## config.mk

```make
export PLATFORM = sky130hd
export DESIGN_NAME = nau_div
export DESIGN_NICKNAME = d
export VERILOG_FILES = /design/src/nau_pkg.sv /design/src/nau_div.sv
export SDC_FILE = /design/constraint.sdc
export NUM_CORES = 2
export LEC_CHECK = 0
export ABC_CLOCK_PERIOD_IN_PS = 4700
export BUFFER_PORTS_ARGS = -buffer_cell sky130_fd_sc_hd__buf_2
export CAP_MARGIN = 20
export CORE_AREA = 2 2 438 527
export DETAILED_ROUTE_END_ITERATION = 8
export DIE_AREA = 0 0 440 529
export GPL_TIMING_DRIVEN = 0
export PLACE_DENSITY = 0.6
export REMOVE_ABC_BUFFERS = 1
export SLEW_MARGIN = 0
export SYNTH_ARGS = -nofsm -noshare
export SYNTH_HDL_FRONTEND = slang
export SYNTH_SLANG_ARGS = --single-unit
```

## constraint.sdc

```tcl
create_clock -name clk -period 4.7 [get_ports clk]
set_input_delay 0.94 -clock clk [delete_from_list [all_inputs] [get_ports clk]]
set_output_delay 0.94 -clock clk [all_outputs]
set_load 0.02 [all_outputs]
```

## src/nau_pkg.sv

```systemverilog
`timescale 1ns / 1ps
// Shared types and constants for the neuron activation unit.
// No dependencies; every other file refers to this package by scoped names.
package nau_pkg;

	localparam logic [2:0] ACT_SIGMOID = 3'd0;
	localparam logic [2:0] ACT_TANH    = 3'd1;
	localparam logic [2:0] ACT_RELU    = 3'd2;
	localparam logic [2:0] ACT_LEAKY   = 3'd3;
	localparam logic [2:0] ACT_ADAPT   = 3'd4;

	localparam logic signed [15:0] ONE_Q14 = 16'sd16384;
	localparam logic signed [16:0] TEN_Q8  = 17'sd2560;

	// tanh quotient bits and divider operand widths
	localparam int QB    = 16;
	localparam int NUM_W = 54;
	localparam int DEN_W = 38;

	typedef struct packed {
		logic [2:0]         act;
		logic signed [15:0] x;
		logic signed [15:0] thr;
		logic signed [15:0] step;
		logic signed [15:0] rest;
	} in_t;

	// per-word data that rides alongside the tanh datapath
	typedef struct packed {
		logic               is_tanh;
		logic               neg;
		logic               sat;
		logic signed [15:0] y_other;
		logic signed [15:0] nthr;
	} side_t;

endpackage

```

## src/nau_div.sv

```systemverilog
`timescale 1ns / 1ps
// Restoring divider, one quotient bit per pipeline stage.
// Depends on nau_pkg.
module nau_div (
	input  logic                        clk,
	input  logic                        arst_n,
	input  logic                        en,
	input  logic                        v_in,
	input  nau_pkg::side_t              side_in,
	input  logic [nau_pkg::NUM_W-1:0]   num_in,
	input  logic [nau_pkg::DEN_W-1:0]   den_in,
	output logic                        v_out,
	output nau_pkg::side_t              side_out,
	output logic [nau_pkg::QB-1:0]      quo_out
);

	localparam int NW = nau_pkg::NUM_W;
	localparam int DW = nau_pkg::DEN_W;
	localparam int QB = nau_pkg::QB;

	logic [NW-1:0]   rem_s  [1:QB-1];
	logic [DW-1:0]   den_s  [1:QB-1];
	logic [QB-1:0]   quo_s  [1:QB];
	nau_pkg::side_t  side_s [1:QB];
	logic [QB:1]     v_s;

	logic [NW-1:0]   cur_rem  [0:QB-1];
	logic [DW-1:0]   cur_den  [0:QB-1];
	logic [QB-1:0]   cur_quo  [0:QB-1];
	nau_pkg::side_t  cur_side [0:QB-1];
	logic [NW-1:0]   nxt_rem  [0:QB-1];
	logic [QB-1:0]   nxt_quo  [0:QB-1];
	logic [NW:0]     trial    [0:QB-1];

	always_comb begin
		cur_rem[0]  = num_in;
		cur_den[0]  = den_in;
		cur_quo[0]  = '0;
		cur_side[0] = side_in;
		for (int i = 1; i < QB; i++) begin
			cur_rem[i]  = rem_s[i];
			cur_den[i]  = den_s[i];
			cur_quo[i]  = quo_s[i];
			cur_side[i] = side_s[i];
		end
		for (int i = 0; i < QB; i++) begin
			trial[i] = {1'b0, cur_rem[i]} - ((NW + 1)'(cur_den[i]) << (QB - 1 - i));
			if (!trial[i][NW]) begin
				nxt_rem[i] = trial[i][NW-1:0];
				nxt_quo[i] = cur_quo[i] | (QB'(1) << (QB - 1 - i));
			end else begin
				nxt_rem[i] = cur_rem[i];
				nxt_quo[i] = cur_quo[i];
			end
		end
	end

	always_ff @(posedge clk or negedge arst_n) begin
		if (!arst_n)
			v_s <= '0;
		else if (en)
			v_s <= {v_s[QB-1:1], v_in};
	end

	always_ff @(posedge clk) begin
		if (en) begin
			for (int i = 0; i < QB; i++) begin
				quo_s[i+1]  <= nxt_quo[i];
				side_s[i+1] <= cur_side[i];
			end
			// the last stage keeps only the quotient and the side data
			for (int i = 0; i < QB - 1; i++) begin
				rem_s[i+1] <= nxt_rem[i];
				den_s[i+1] <= cur_den[i];
			end
		end
	end

	assign v_out    = v_s[QB];
	assign side_out = side_s[QB];
	assign quo_out  = quo_s[QB];

endmodule

```

==> impl_metrics.json <==
{
  "status": "complete, but fails checks",
  "violations": "capacitance limit, slew limit",
  "ys_types": 91,
  "cts_buffers": 221,
  "end_kind": "flip-flop",
  "hold_viol": 0,
  "insertion_delay_ps": 890,
  "cpMostUsedCell": "o211ai_1",
  "synth_top_cell_area_share_pct": 59.7,
  "synth_edf_count": 2076,
  "io_pins": 183,
  "ys_seq_area_share_pct": 60.1,
  "syn_inst": 8691,
  "required_ps": 5300,
  "gr-total-overflow": 0,
  "tritoncts": "built",
  "ys_warn_count": 0,
  "cts_max_level": 4,
  "slew_violations": 5,
  "fin_skew_ps": 57.5,
  "drive_gt1_share_pct": 7.88,
  "critPathTopFamily": "compound AO/OA/AOI/OAI gates",
  "port-buffer-count": 182,
  "multi_input_area_mm2": 0.0382,
  "finalSetupViolCount": 0,
  "drc": 0,
  "die_h_um": 529,
  "gp_congestion": 0.966,
  "start_kind": "flip-flop",
  "final_cell_area_mm2": 0.116,
  "cpPeakStageDelay_ps": 1110,
  "final_core_util_pct": 51.2,
  "peakVddDrop_uv": 380,
  "seq_area_mm2": 0.0627,
  "p_leak_nw": 45.2,
  "grt_max_degree": 190,
  "synth_ff_type": "edfxtp_1",
  "drt_iter0_markers": 3284,
  "hold_start": "side_in[11]",
  "antenna_found_initial": 2,
  "synth.avg_cell_area_um2": 12.0,
  "area_growth_pct": 11.5,
  "worstSetupPathType": "flip-flop to flip-flop",
  "via_count": 65200,
  "synth_area_leaders": "edfxtp_1, ha_1, a21oi_1",
  "fmax_mhz": 215,
  "cts-root-buf": "clkbuf_16",
  "cp_max_fo": 6,
  "num-fill-cells": 19400,
  "synth_area_mm2": 0.104,
  "grt_pass1_wl_um": 337000,
  "ys_async_sr_fraction_pct": 0.765,
  "initial_core_util_pct": 45.9,
  "path_clk_slew_ps": 60,
  "rsz0062_at_grt": "false",
  "die_w_um": 440,
  "vias_per_cell": 5.39,
  "crit_start": "den_s[0][351]$_DFFE_PP_",
  "cts_buffer_depth": 4,
  "fin_nets": 9665,
  "finalCritPeriodShare_pct": 99.0,
  "wirelength_um": 211000,
  "powerDensity_mw_per_mm2": 606,
  "wl_per_cell_um": 17.4,
  "timing.critical_path.slowest_stage_cell": "o41ai_1",
  "r2r-start": "den_s[0][351]$_DFFE_PP_",
  "stdcell_count": 12100,
  "core_area_mm2": 0.227,
  "firstDrtPassIters": 7,
  "power_mw": 70.6,
  "synth.largest_area_cell": "edfxtp_1",
  "clock_sinks": 2092,
  "std_cell_rows": 192,
  "ant_nets": 0,
  "hold_class": "input port to flip-flop",
  "die-area_mm2": 0.233,
  "tightest_slew_ps": 1620,
  "slew_headroom_pct": -8.58,
  "worstPathBufferInverterCount": 1,
  "dpl_cell_area_mm2": 0.109,
  "grt_usage_pct": 17.8,
  "cp.arrival_ps": 5260,
  "min_period_ps": 4660,
  "dpl.cell_count": 11700,
  "grt_pass1_vias": 67300,
  "crit_chain": "inv_1 > ha_1 > and3_1 > nand2_1 > a211oi_1 > o211ai_1 > o211ai_1 > a21boi_0 > o41ai_1 > nor4_1 > nand3_1 > xnor2_1",
  "dp_hpwl_um": 152000,
  "max-cap-violations": 1,
  "tns_ps": 0,
  "synth_seq_cells": 2092
}
==> through the flow <==
step           hold WS, ps  worst slack [ps]
2_1_floorplan          400             -2360
3_3_place_gp           400            -31700
3_5_place_dp           405              -533
4_1_cts                140              7.88
5_1_grt                162              1.12
6_report               221              44.9
==> cell families after synthesis <==
logic type                 Yosys count  synth area share [%]
adders and majority gates          622                  7.56
buffers and inverters              988                  3.58
xor gates and xnor gates           598                  5.02
and+or+nand+nor                   1969                  8.79
AOI/OAI and AO/OA                 2318                  13.8
DFF                               2092                  60.1
muxes                              104                  1.11
==> cells in the mapped netlist (17+ instances only) <==
cell	n
nor2_1	486
nor4_1	44
o21ai_1	19
edfxtp_1	2076
o211ai_1	42
a31oi_1	76
nor3_1	120
a21oi_1	727
o21ai_0	589
clkbuf_1	205
o31ai_1	52
nand4_1	98
and2_1	33
a21o_1	347
o21bai_1	72
o31a_1	25
or3_1	33
a211o_1	26
o21a_1	69
nand2_1	712
inv_1	747
xor2_1	254
a21boi_0	17
a211oi_1	58
nand3_1	125
mux2_2	96
nand2b_1	99
buf_2	19
nor2b_1	59
and3_1	68
ha_1	607
xnor2_1	344
==> worst reg2reg max path, delay by kind of cell, from the launching register on <==
kind | cells | cell delay (ps)
compound gates | 5 | 2750
simple gates | 4 | 770
flops | 1 | 370
fa+ha+maj | 1 | 370
xor+xnor | 1 | 70
buf+inv | 1 | 50
==> power breakdown <==
group / internal (mW) / switching, mW / total, mW / leakage [nW]
Sequential: 25.7 / 1.99 / 27.7 / 20.4
Combinational: 10.7 / 15.2 / 25.9 / 21.4
Clock: 10.1 / 6.85 / 16.9 / 3.42
Total: 46.5 / 24.1 / 70.6 / 45.2
==> layout by cell type, fill, tap and decap left out, drive strengths merged, types with 17 or more instances in the layout <==
cell type	instances
nand2	712
o31a	25
or2	17
a211oi	62
nand3	127
nor2b	59
ha	607
a21boi	18
clkbuf	284
or3	33
and3	68
nand2b	99
buf	225
edfxtp	2076
a211o	26
o21bai	72
nor4	45
o31ai	52
a21o	347
mux2	96
nor3	120
a2111oi	20
nor2	486
clkinv	77
o21a	69
inv	754
xor2	254
o21ai	611
or4	17
bufinv	22
nand4	98
xnor2	344
a31oi	81
and2	34
a21oi	729
o211ai	42
==> per-layer routing <==
layer | track usage [%] | routed length (um) | vias to the layer above | share of wire (%)
met2 | 34.6 | 114000 | 1283 | 54
met1 | 17.8 | 77200 | 30700 | 37
met4 | 10.6 | 12900 | 0 | 6.1
met5 | 0 | 0 | - | 0
met3 | 2.31 | 6330 | 686 | 3.0
li1 | - | - | 32600 | -
==> area by class of cell <==
cell class                 instances  area share, %
sequential                      2092           53.9
antenna                            9         0.0194
clock buffer                     283           5.11
tap                             3007           3.23
clock inverter                   111          0.944
inverter                         751           2.44
multi-input combinational       5618           32.8
timing repair buffer             228           1.52
==> timing repair <==
item	CTS	global route
resized for setup	16	15
setup endpoints to repair	121	111
buffers inserted	2	8
endpoints found under the hold margin	16	0
hold buffers	1	0
gates cloned	5	2
pin swaps	5	3
==> final timing paths <==
path | depth (start not counted) | endpoint | slack [ps]
setup / recovery | 12 | rem_s[0][593]$_DFFE_PP_ | 40
hold / removal | 1 | side_s[0][46]$_DFFE_PP_ | 220
setup reg to reg | 12 | rem_s[0][593]$_DFFE_PP_ | 40
hold reg to reg | 0 | side_s[0][333]$_DFFE_PP_ | 400
max in group asynchronous | 2 | v_s[2]$_DFFE_PN0P_ | 3950
min in group asynchronous | 2 | v_s[15]$_DFFE_PN0P_ | 490
==> sequential cells by signal, summed over array words and instances, names as in the netlist <==
register,cells
v_s,16
quo_s,136
side_s,560
den_s,570
rem_s,810
Note: power is estimated with default switching activity, not from simulation.
