**src/nau_pkg.sv**
```systemverilog
`timescale 1ns / 1ps
// Shared types and constants for the neuron activation unit.
// No dependencies; every other file refers to this package by scoped names.
package nau_pkg;

	localparam logic [2:0] ACT_SIGMOID = 3'd0;
	localparam logic [2:0] ACT_TANH    = 3'd1;
	localparam logic [2:0] ACT_RELU    = 3'd2;
	localparam logic [2:0] ACT_LEAKY   = 3'd3;
	localparam logic [2:0] ACT_ADAPT   = 3'd4;

	localparam logic signed [15:0] ONE_Q14 = 16'sd16384;
	localparam logic signed [16:0] TEN_Q8  = 17'sd2560;

	// tanh quotient bits and divider operand widths
	localparam int QB    = 16;
	localparam int NUM_W = 54;
	localparam int DEN_W = 38;

	typedef struct packed {
		logic [2:0]         act;
		logic signed [15:0] x;
		logic signed [15:0] thr;
		logic signed [15:0] step;
		logic signed [15:0] rest;
	} in_t;

	// per-word data that rides alongside the tanh datapath
	typedef struct packed {
		logic               is_tanh;
		logic               neg;
		logic               sat;
		logic signed [15:0] y_other;
		logic signed [15:0] nthr;
	} side_t;

endpackage

```
**src/nau_misc.sv**
```systemverilog
`timescale 1ns / 1ps
// Two-stage path for sigmoid, relu, leaky relu, passthrough and threshold update.
// Depends on nau_pkg.
module nau_misc (
	input  logic             clk,
	input  logic             arst_n,
	input  logic             en,
	input  logic             v_in,
	input  nau_pkg::in_t     d_in,
	output logic             v_out,
	output nau_pkg::side_t   side_out,
	output logic [10:0]      a_out
);

	logic               neg;
	logic [15:0]        mag;
	logic [15:0]        smag;
	logic signed [15:0] pass_v;
	logic [15:0]        sig_y;
	logic signed [15:0] sig_v;
	logic [21:0]        lv;
	logic [16:0]        tv;

	logic               v_s1;
	logic [2:0]         act_s1;
	logic               neg_s1;
	logic               xpos_s1;
	logic [15:0]        mag_s1;
	logic signed [15:0] pass_s1;
	logic signed [15:0] sig_s1;
	logic [44:0]        lprod_s1;
	logic [32:0]        tprod_s1;
	logic               sneg_s1;
	logic signed [15:0] x_s1;
	logic signed [15:0] thr_s1;
	logic signed [15:0] step_s1;
	logic signed [15:0] rest_s1;

	logic [15:0]        lf;
	logic signed [16:0] leaky17;
	logic signed [15:0] leaky_v;
	logic signed [15:0] relu_v;
	logic signed [15:0] y_other;
	logic [11:0]        tenth;
	logic signed [16:0] tenth17;
	logic signed [16:0] thr17;
	logic signed [16:0] sum17;
	logic signed [16:0] cand17;
	logic signed [16:0] flo17;
	logic signed [16:0] pick17;
	logic signed [15:0] nthr;

	logic               v_s2;
	nau_pkg::side_t     side_s2;
	logic [10:0]        a_s2;

	function automatic logic signed [15:0] sat16(input logic signed [16:0] v);
		if (v > 17'sd32767)
			return 16'sd32767;
		else if (v < -17'sd32768)
			return -16'sd32768;
		else
			return v[15:0];
	endfunction

	// stage 1: magnitudes, piecewise-linear sigmoid, reciprocal products
	always_comb begin
		neg  = d_in.x[15];
		mag  = neg ? (~d_in.x + 16'd1) : d_in.x;
		smag = d_in.step[15] ? (~d_in.step + 16'd1) : d_in.step;
		if (d_in.x >= 16'sd256)
			pass_v = nau_pkg::ONE_Q14;
		else if (d_in.x <= -16'sd256)
			pass_v = -nau_pkg::ONE_Q14;
		else
			pass_v = d_in.x <<< 6;
		if (mag < 16'd256)
			sig_y = (mag << 4) + 16'd8192;
		else if (mag < 16'd608)
			sig_y = (mag << 3) + 16'd10240;
		else if (mag < 16'd1280)
			sig_y = (mag << 1) + 16'd13824;
		else
			sig_y = 16'd16384;
		sig_v = neg ? $signed(16'd16384 - sig_y) : $signed(sig_y);
		// x*64/100 and step/10 via reciprocal multiply, exact over these ranges
		lv = {mag, 6'b0} + 22'd50;
		tv = {1'b0, smag} + 17'd5;
	end

	always_ff @(posedge clk or negedge arst_n) begin
		if (!arst_n)
			v_s1 <= 1'b0;
		else if (en)
			v_s1 <= v_in;
	end

	always_ff @(posedge clk) begin
		if (en) begin
			act_s1   <= d_in.act;
			neg_s1   <= neg;
			xpos_s1  <= !neg && (d_in.x != 16'sd0);
			mag_s1   <= mag;
			pass_s1  <= pass_v;
			sig_s1   <= sig_v;
			lprod_s1 <= 45'(lv) * 45'd5368710;
			tprod_s1 <= 33'(tv) * 33'd52429;
			sneg_s1  <= d_in.step[15];
			x_s1     <= d_in.x;
			thr_s1   <= d_in.thr;
			step_s1  <= d_in.step;
			rest_s1  <= d_in.rest;
		end
	end

	// stage 2: selection and threshold update
	always_comb begin
		lf      = lprod_s1[44:29];
		leaky17 = (lf > 16'd16384) ? -17'sd16384 : -$signed({1'b0, lf});
		leaky_v = xpos_s1 ? pass_s1 : leaky17[15:0];
		relu_v  = xpos_s1 ? pass_s1 : 16'sd0;
		unique case (act_s1)
			nau_pkg::ACT_SIGMOID: y_other = sig_s1;
			nau_pkg::ACT_RELU:    y_other = relu_v;
			nau_pkg::ACT_LEAKY:   y_other = leaky_v;
			default:              y_other = pass_s1;
		endcase
		tenth   = tprod_s1[30:19];
		tenth17 = sneg_s1 ? -$signed({5'b0, tenth}) : $signed({5'b0, tenth});
		thr17   = 17'(thr_s1);
		sum17   = thr17 + 17'(step_s1);
		cand17  = thr17 - tenth17;
		flo17   = 17'(rest_s1) + nau_pkg::TEN_Q8;
		pick17  = (cand17 > flo17) ? cand17 : flo17;
		if (act_s1 != nau_pkg::ACT_ADAPT)
			nthr = thr_s1;
		else if (x_s1 > thr_s1)
			nthr = sat16(sum17);
		else
			nthr = sat16(pick17);
	end

	always_ff @(posedge clk or negedge arst_n) begin
		if (!arst_n)
			v_s2 <= 1'b0;
		else if (en)
			v_s2 <= v_s1;
	end

	always_ff @(posedge clk) begin
		if (en) begin
			side_s2.is_tanh <= (act_s1 == nau_pkg::ACT_TANH);
			side_s2.neg     <= neg_s1;
			side_s2.sat     <= (mag_s1 > 16'd1024);
			side_s2.y_other <= y_other;
			side_s2.nthr    <= nthr;
			a_s2            <= mag_s1[10:0];
		end
	end

	assign v_out    = v_s2;
	assign side_out = side_s2;
	assign a_out    = a_s2;

endmodule

```
**config.mk**
```make
export PLATFORM = sky130hd
export DESIGN_NAME = nau_misc
export DESIGN_NICKNAME = d
export VERILOG_FILES = /design/src/nau_pkg.sv /design/src/nau_misc.sv
export SDC_FILE = /design/constraint.sdc
export NUM_CORES = 1
export LEC_CHECK = 0
export ABC_AREA = 1
export BUFFER_PORTS_ARGS = -buffer_cell sky130_fd_sc_hd__buf_2
export CAP_MARGIN = 20
export CORE_MARGIN = 5
export CORE_UTILIZATION = 64
export CTS_CLUSTER_SIZE = 30
export DETAILED_ROUTE_END_ITERATION = 10
export PLACE_DENSITY = 0.89
export RECOVER_POWER = 50
export REMOVE_ABC_BUFFERS = 1
export SKIP_CTS_REPAIR_TIMING = 1
export SLEW_MARGIN = 25
export SYNTH_ARGS = -nofsm -noshare
export SYNTH_HDL_FRONTEND = slang
export SYNTH_SLANG_ARGS = --single-unit
```
**constraint.sdc**
```tcl
create_clock -name clk -period 5.9 [get_ports clk]
set_input_delay 0.295 -clock clk [delete_from_list [all_inputs] [get_ports clk]]
set_output_delay 0.295 -clock clk [all_outputs]
set_load 0.005 [all_outputs]
```
==> impl_metrics.toml, run 1 <==
[outcome]
status = "finished with violations"
violations = "negative hold slack, negative setup slack"

[cts]
cts_root_buf = "clkbuf_16"
clkSinkCount = 184
clk_latency_ns = 0.50
clockBufferDepth = 2
path_clk_slew_ns = 0.09
cts_tree = "yes"
htreeDepth = 4
cts_buffers = 17

[timing]
layout_setup_ws_ns = -1.01
hold_ws_ns = -0.0130
fin_crit_sh_pct = 117
worst_pin_slew_ns = 0.854
max_slew_margin_pct = 43.1
drv_slew = 0
period_needed_ns = 6.91
rsz0062_at_grt = "yes"
max_freq_mhz = 145
skew_ns = 0.0207
setup_violations = 28
hold_viol_final = 6

[yosys]
synthArstFlopShare_pct = 1.09
synth_ff_type = "edfxtp_1"
synth_edf_count = 182
netlist_area_sq_um = 23800
ys_ff_latch = 184
yosys_warnings = 0
syn_inst = 2620
ys_types = 61
ys_seq_area_share_pct = 23.2
syn_area_per_cell_sq_um = 9.08

[global_route]
met1_usage_pct = 42.8
gr-usage-met3_pct = 5.83
grt_overflow = 0
grt_start_max_net_pins = 71
grt_pass1_vias = 21400
met2_usage_pct = 56.4
antenna_found_initial = 1
grt-busiest-layer = "met2"
track_usage_pct = 33.3
grt_pass1_wl_um = 109000

[finish]
num-nets-final = 3882
drive_gt1_share_pct = 28.9
final_cell_mix = "528 x inv_1, 384 x buf_4, 374 x nand2_1"
n_fill_cell = 1747
area_growth_pct = 30.2
layout_commonest_cell = "inv_1"

[floorplan]
boundaryPins = 118
fp.coreArea_sq_um = 36700
die_w_um = 203
start_util_pct = 64.8
fp.dieH_um = 203
die-area_sq_um = 41100
num_rows = 70

[route]
antenna_left = 0
route.final.wire_length_um = 87900
drc_errors = 0
wire_per_inst_um = 24.0
firstDrtPassIters = 9
drt_first_iter_violations = 2955
vias = 23000
viasPerCell = 6.28

[critical_path]
cp_data_arrival_time_ns = 7.16
crit_path_max_fanout = 7
critPathRequiredTime_ns = 6.15
startpoint = "d_in[49]"
r2r_start = "tprod_s1[19]$_DFFE_PP_"
critPathMaxStageDelay_ns = 0.68
crit_end = "lprod_s1[41]$_DFFE_PP_"
ff2ff_setup_slack_ns = 0.54
cpMostUsedCell = "nand2_1"
end_kind = "flop"
cp_slowest_cell = "fa_2"
reg2reg_depth = 31
r2r_end = "side_out[2]$_DFFE_PP_"
start_kind = "input pin"
worstSetupPathType = "in -> reg"

[place]
dp_slack_ns = -1.40
portBuffers = 117
globalplace.congestion = 1.00
hpwl_um = 57400

[hold_path]
hold_class = "in -> reg"

[job]
drv_cap = 0
cells by family (layout without fill, tap and decap cells):
group	Yosys count	count (layout)	synth area share [%]
AND/OR/NAND/NOR	756	756	14.1
adder cells (fa/ha/maj)	633	633	40.5
buffers and inverters	610	1177	9.83
AO/OA/AOI/OAI	314	314	7.76
flip-flops	184	184	23.2
XOR/XNOR	121	121	4.55
other	2	7	0.0316
registers in the layout, summed over array words and instances, names as in the netlist, 3 cells and up:
register and flops:
thr_s1 16, rest_s1 16, a_out 11, lprod_s1 16, pass_s1 10, sig_s1 15, side_out 35, x_s1 14
step_s1 15, mag_s1 16, act_s1 3, tprod_s1 12
per-layer routing:
| layer | wire length (um) | vias up |
|---|---|---|
| li1 | - | 9587 |
| met3 | 10200 | 713 |
| met2 | 40200 | 1881 |
| met4 | 7740 | 2 |
| met1 | 29700 | 10800 |
| met5 | 20 | - |
synth_stat cells, drive strengths merged (2+ instances only):
cell | count | share of area (%)
a21oi | 128 | 2.8
nand3 | 110 | 2.7
nand4 | 19 | 0.50
a2111oi | 2 | 0.074
o21a | 9 | 0.28
nor2 | 137 | 2.4
a221oi | 10 | 0.37
inv | 589 | 9.3
o221ai | 2 | 0.074
nor4 | 7 | 0.18
clkbuf | 9 | 0.14
a21o | 8 | 0.25
o211ai | 10 | 0.32
fa | 230 | 19
conb | 2 | 0.032
o21ai | 102 | 2.2
a31oi | 10 | 0.26
o31ai | 8 | 0.25
o21bai | 7 | 0.22
nor3 | 27 | 0.63
a21boi | 4 | 0.17
xnor2 | 32 | 1.2
nand3b | 10 | 0.32
or2 | 8 | 0.21
ha | 403 | 21
o22ai | 2 | 0.079
buf | 11 | 0.36
dfrtp | 2 | 0.21
edfxtp | 182 | 23
a41oi | 4 | 0.15
xor2 | 89 | 3.4
a32o | 3 | 0.13
nand2 | 435 | 7.1
stage by stage:
| step | area [sq um] | hold slack (ns) | TNS [ns] | instances | utilization, % |
|---|---|---|---|---|---|
| 5_1_grt | 31000 | -0.0127 | -22.12 | 3659 | 84.4 |
| 6_report | 31000 | -0.0130 | -18.94 | 3660 | 84.4 |
| 3_5_place_dp | 27700 | 0.0829 | -30.05 | 3561 | 75.5 |
| 4_1_cts | 28300 | -0.418 | -17.75 | 3593 | 77.1 |
| 3_3_place_gp | 27700 | 0.0783 | -24.35 | 3561 | 75.5 |
| 2_1_floorplan | 23700 | -0.000591 | -28.33 | 2604 | - |
critical path: cells and delay by family:
kind	cells	cell delay [ns]
compound gates	2	0.44
fa+ha+maj	8	3.59
buf+inv	9	1.14
simple gates	15	1.68
final cells by class:
class / count / area (sq um) / area share, %
inverters: 590 / 2270 / 7.33
clock buffers: 17 / 425 / 1.37
repair buffers: 555 / 4120 / 13.3
diodes: 1 / 2.50 / 0.00808
well taps: 468 / 586 / 1.89
multi-input cells: 1830 / 17900 / 57.8
clock inverters: 15 / 160 / 0.517
flip-flops and latches: 184 / 5520 / 17.8
worst min path at each step:
| stage | from | to | slack (ns) | cells after the start |
|---|---|---|---|---|
| 5_1_grt | d_in[64] | act_s1[0]$_DFFE_PP_ | -0.01 | 1 |
| 3_3_place_gp | arst_n | v_out$_DFFE_PN0P_ | 0.08 | 1 |
| 2_1_floorplan | arst_n | v_out$_DFFE_PN0P_ | -0.0006 | 0 |
| 3_5_place_dp | arst_n | v_s1$_DFFE_PN0P_ | 0.08 | 1 |
| 4_1_cts | arst_n | v_s1$_DFFE_PN0P_ | -0.42 | 1 |
| 6_report | d_in[64] | act_s1[0]$_DFFE_PP_ | -0.01 | 1 |
Power of run 1 is not shown: default switching activity piles up to over one toggle a cycle in this logic, so the estimate is an artifact.
==> run 2: changes to the inputs <==
--- a/config.mk
+++ b/config.mk
@@ -15,6 +15,7 @@
 export PLACE_DENSITY = 0.89
 export RECOVER_POWER = 50
 export REMOVE_ABC_BUFFERS = 1
+export SETUP_SLACK_MARGIN = 0.05
 export SKIP_CTS_REPAIR_TIMING = 1
 export SLEW_MARGIN = 25
 export SYNTH_ARGS = -nofsm -noshare
==> impl_metrics.toml, run 2 (synthesized netlist as in run 1, its figures left out) <==
[outcome]
status = "finished with violations"
violations = "negative hold slack, negative setup slack"

[cts]
cts_tree = "yes"
cts_buffers = 17
path_clk_slew_ns = 0.07
cts_root_buf = "clkbuf_16"
clkSinkCount = 184
clk_latency_ns = 0.49
clockBufferDepth = 2
htreeDepth = 4

[finish]
largest_reg_flops = 35
multi_input_area_sq_um = 17900
seqCellArea_sq_um = 5520
area_growth_pct = 30.3
final_cell_mix = "527 x inv_1, 383 x buf_4, 374 x nand2_1"
drive_gt1_share_pct = 29.0
n_fill_cell = 1747
num-nets-final = 3883
layout_commonest_cell = "inv_1"

[timing]
hold_ws_ns = -0.00644
drv_slew = 0
tns_ns = -18.55
period_needed_ns = 6.97
max_freq_mhz = 144
hold_viol_final = 3
skew_ns = 0.0235
worst_pin_slew_ns = 0.871
rsz0062_at_grt = "yes"
layout_setup_ws_ns = -1.07
setup_violations = 28
fin_crit_sh_pct = 118
max_slew_margin_pct = 41.9

[hold_path]
hold_class = "in -> reg"

[critical_path]
cp_data_arrival_time_ns = 7.18
worstSetupPathType = "in -> reg"
start_kind = "input pin"
critPathMaxStageDelay_ns = 0.55
cp_slowest_cell = "fa_1"
end_kind = "flop"
critPathRequiredTime_ns = 6.11
crit_path_max_fanout = 3
cpMostUsedCell = "nand2_2"

[job]
drv_cap = 0

[floorplan]
die-area_sq_um = 41100
die_w_um = 203
num_rows = 70
start_util_pct = 64.8
fp.coreArea_sq_um = 36700
fp.dieH_um = 203
boundaryPins = 118

[route]
wire_per_inst_um = 23.8
drt_first_iter_violations = 3253
firstDrtPassIters = 9
viasPerCell = 6.25
vias = 22900
drc_errors = 0
antenna_left = 0
route.final.wire_length_um = 87300

[place]
dp_slack_ns = -1.40
globalplace.congestion = 1.00
hpwl_um = 57400
portBuffers = 117

[global_route]
grt_pass1_vias = 21400
grt_overflow = 0
grt_start_max_net_pins = 71
track_usage_pct = 33.3
grt_pass1_wl_um = 109000
antenna_found_initial = 2
-- run 2: cell types whose count changed in the layout (fill, tap and decap cells not counted) --
cell | before | now
buf_4 | 384 | 383
nor2_4 | 16 | 17
diode_2 | 1 | 3
nor2_1 | 105 | 104
inv_2 | 49 | 50
xor2_2 | 17 | 16
xor2_4 | 4 | 5
inv_1 | 528 | 527
buf_6 | 27 | 29
-- run 2: stage by stage --
step / util (%) / hold slack [ns] / cell area (sq um) / cells
after floorplan: - / -0.000591 / 23700 / 2604
after global placement: 75.5 / 0.0783 / 27700 / 3561
after detailed placement: 75.5 / 0.0829 / 27700 / 3561
after CTS: 77.1 / -0.418 / 28300 / 3593
after global routing: 84.5 / -0.00721 / 31000 / 3661
final: 84.5 / -0.00644 / 31000 / 3663
-- run 2: worst paths after layout --
kind / start / to / slack, ns / cells after the start
worst max-delay path: d_in[17] / tprod_s1[29]$_DFFE_PP_ / -1.07 / 38
worst min-delay path: d_in[64] / act_s1[0]$_DFFE_PP_ / -0.006 / 1
worst max register to register: tprod_s1[19]$_DFFE_PP_ / side_out[2]$_DFFE_PP_ / 0.57 / 32
worst min register to register: mag_s1[2]$_DFFE_PP_ / a_out[2]$_DFFE_PP_ / 0.45 / 0
max in group asynchronous: arst_n / v_out$_DFFE_PN0P_ / 5.68 / 2
min in group asynchronous: arst_n / v_s1$_DFFE_PN0P_ / 0.13 / 2
-- run 2: cell type report --
class / count / area share (%)
tap: 468 / 1.89
sequential: 184 / 17.8
clock inverter: 15 / 0.516
timing repair buffer: 556 / 13.3
inverter: 590 / 7.32
clock buffer: 17 / 1.37
antenna: 3 / 0.0242
multi-input combinational: 1830 / 57.8
-- run 2: worst max-delay path: cells and delay by family --
| kind | cells | cell delay [ns] |
|---|---|---|
| AO/OA/AOI/OAI | 2 | 0.28 |
| buffers and inverters | 6 | 0.57 |
| XOR/XNOR | 2 | 0.37 |
| adder cells (fa/ha/maj) | 8 | 2.99 |
| AND/OR/NAND/NOR | 20 | 2.65 |
-- run 2: metal layers --
layer | global-route usage (%) | vias up | share of wire, %
met5 | 0 | - | 0.023
met2 | 56.4 | 1913 | 46
met4 | 13.5 | 2 | 8.4
met3 | 5.83 | 681 | 12
li1 | - | 9592 | -
met1 | 42.8 | 10700 | 34
Power of run 2 is left out for the same reason.
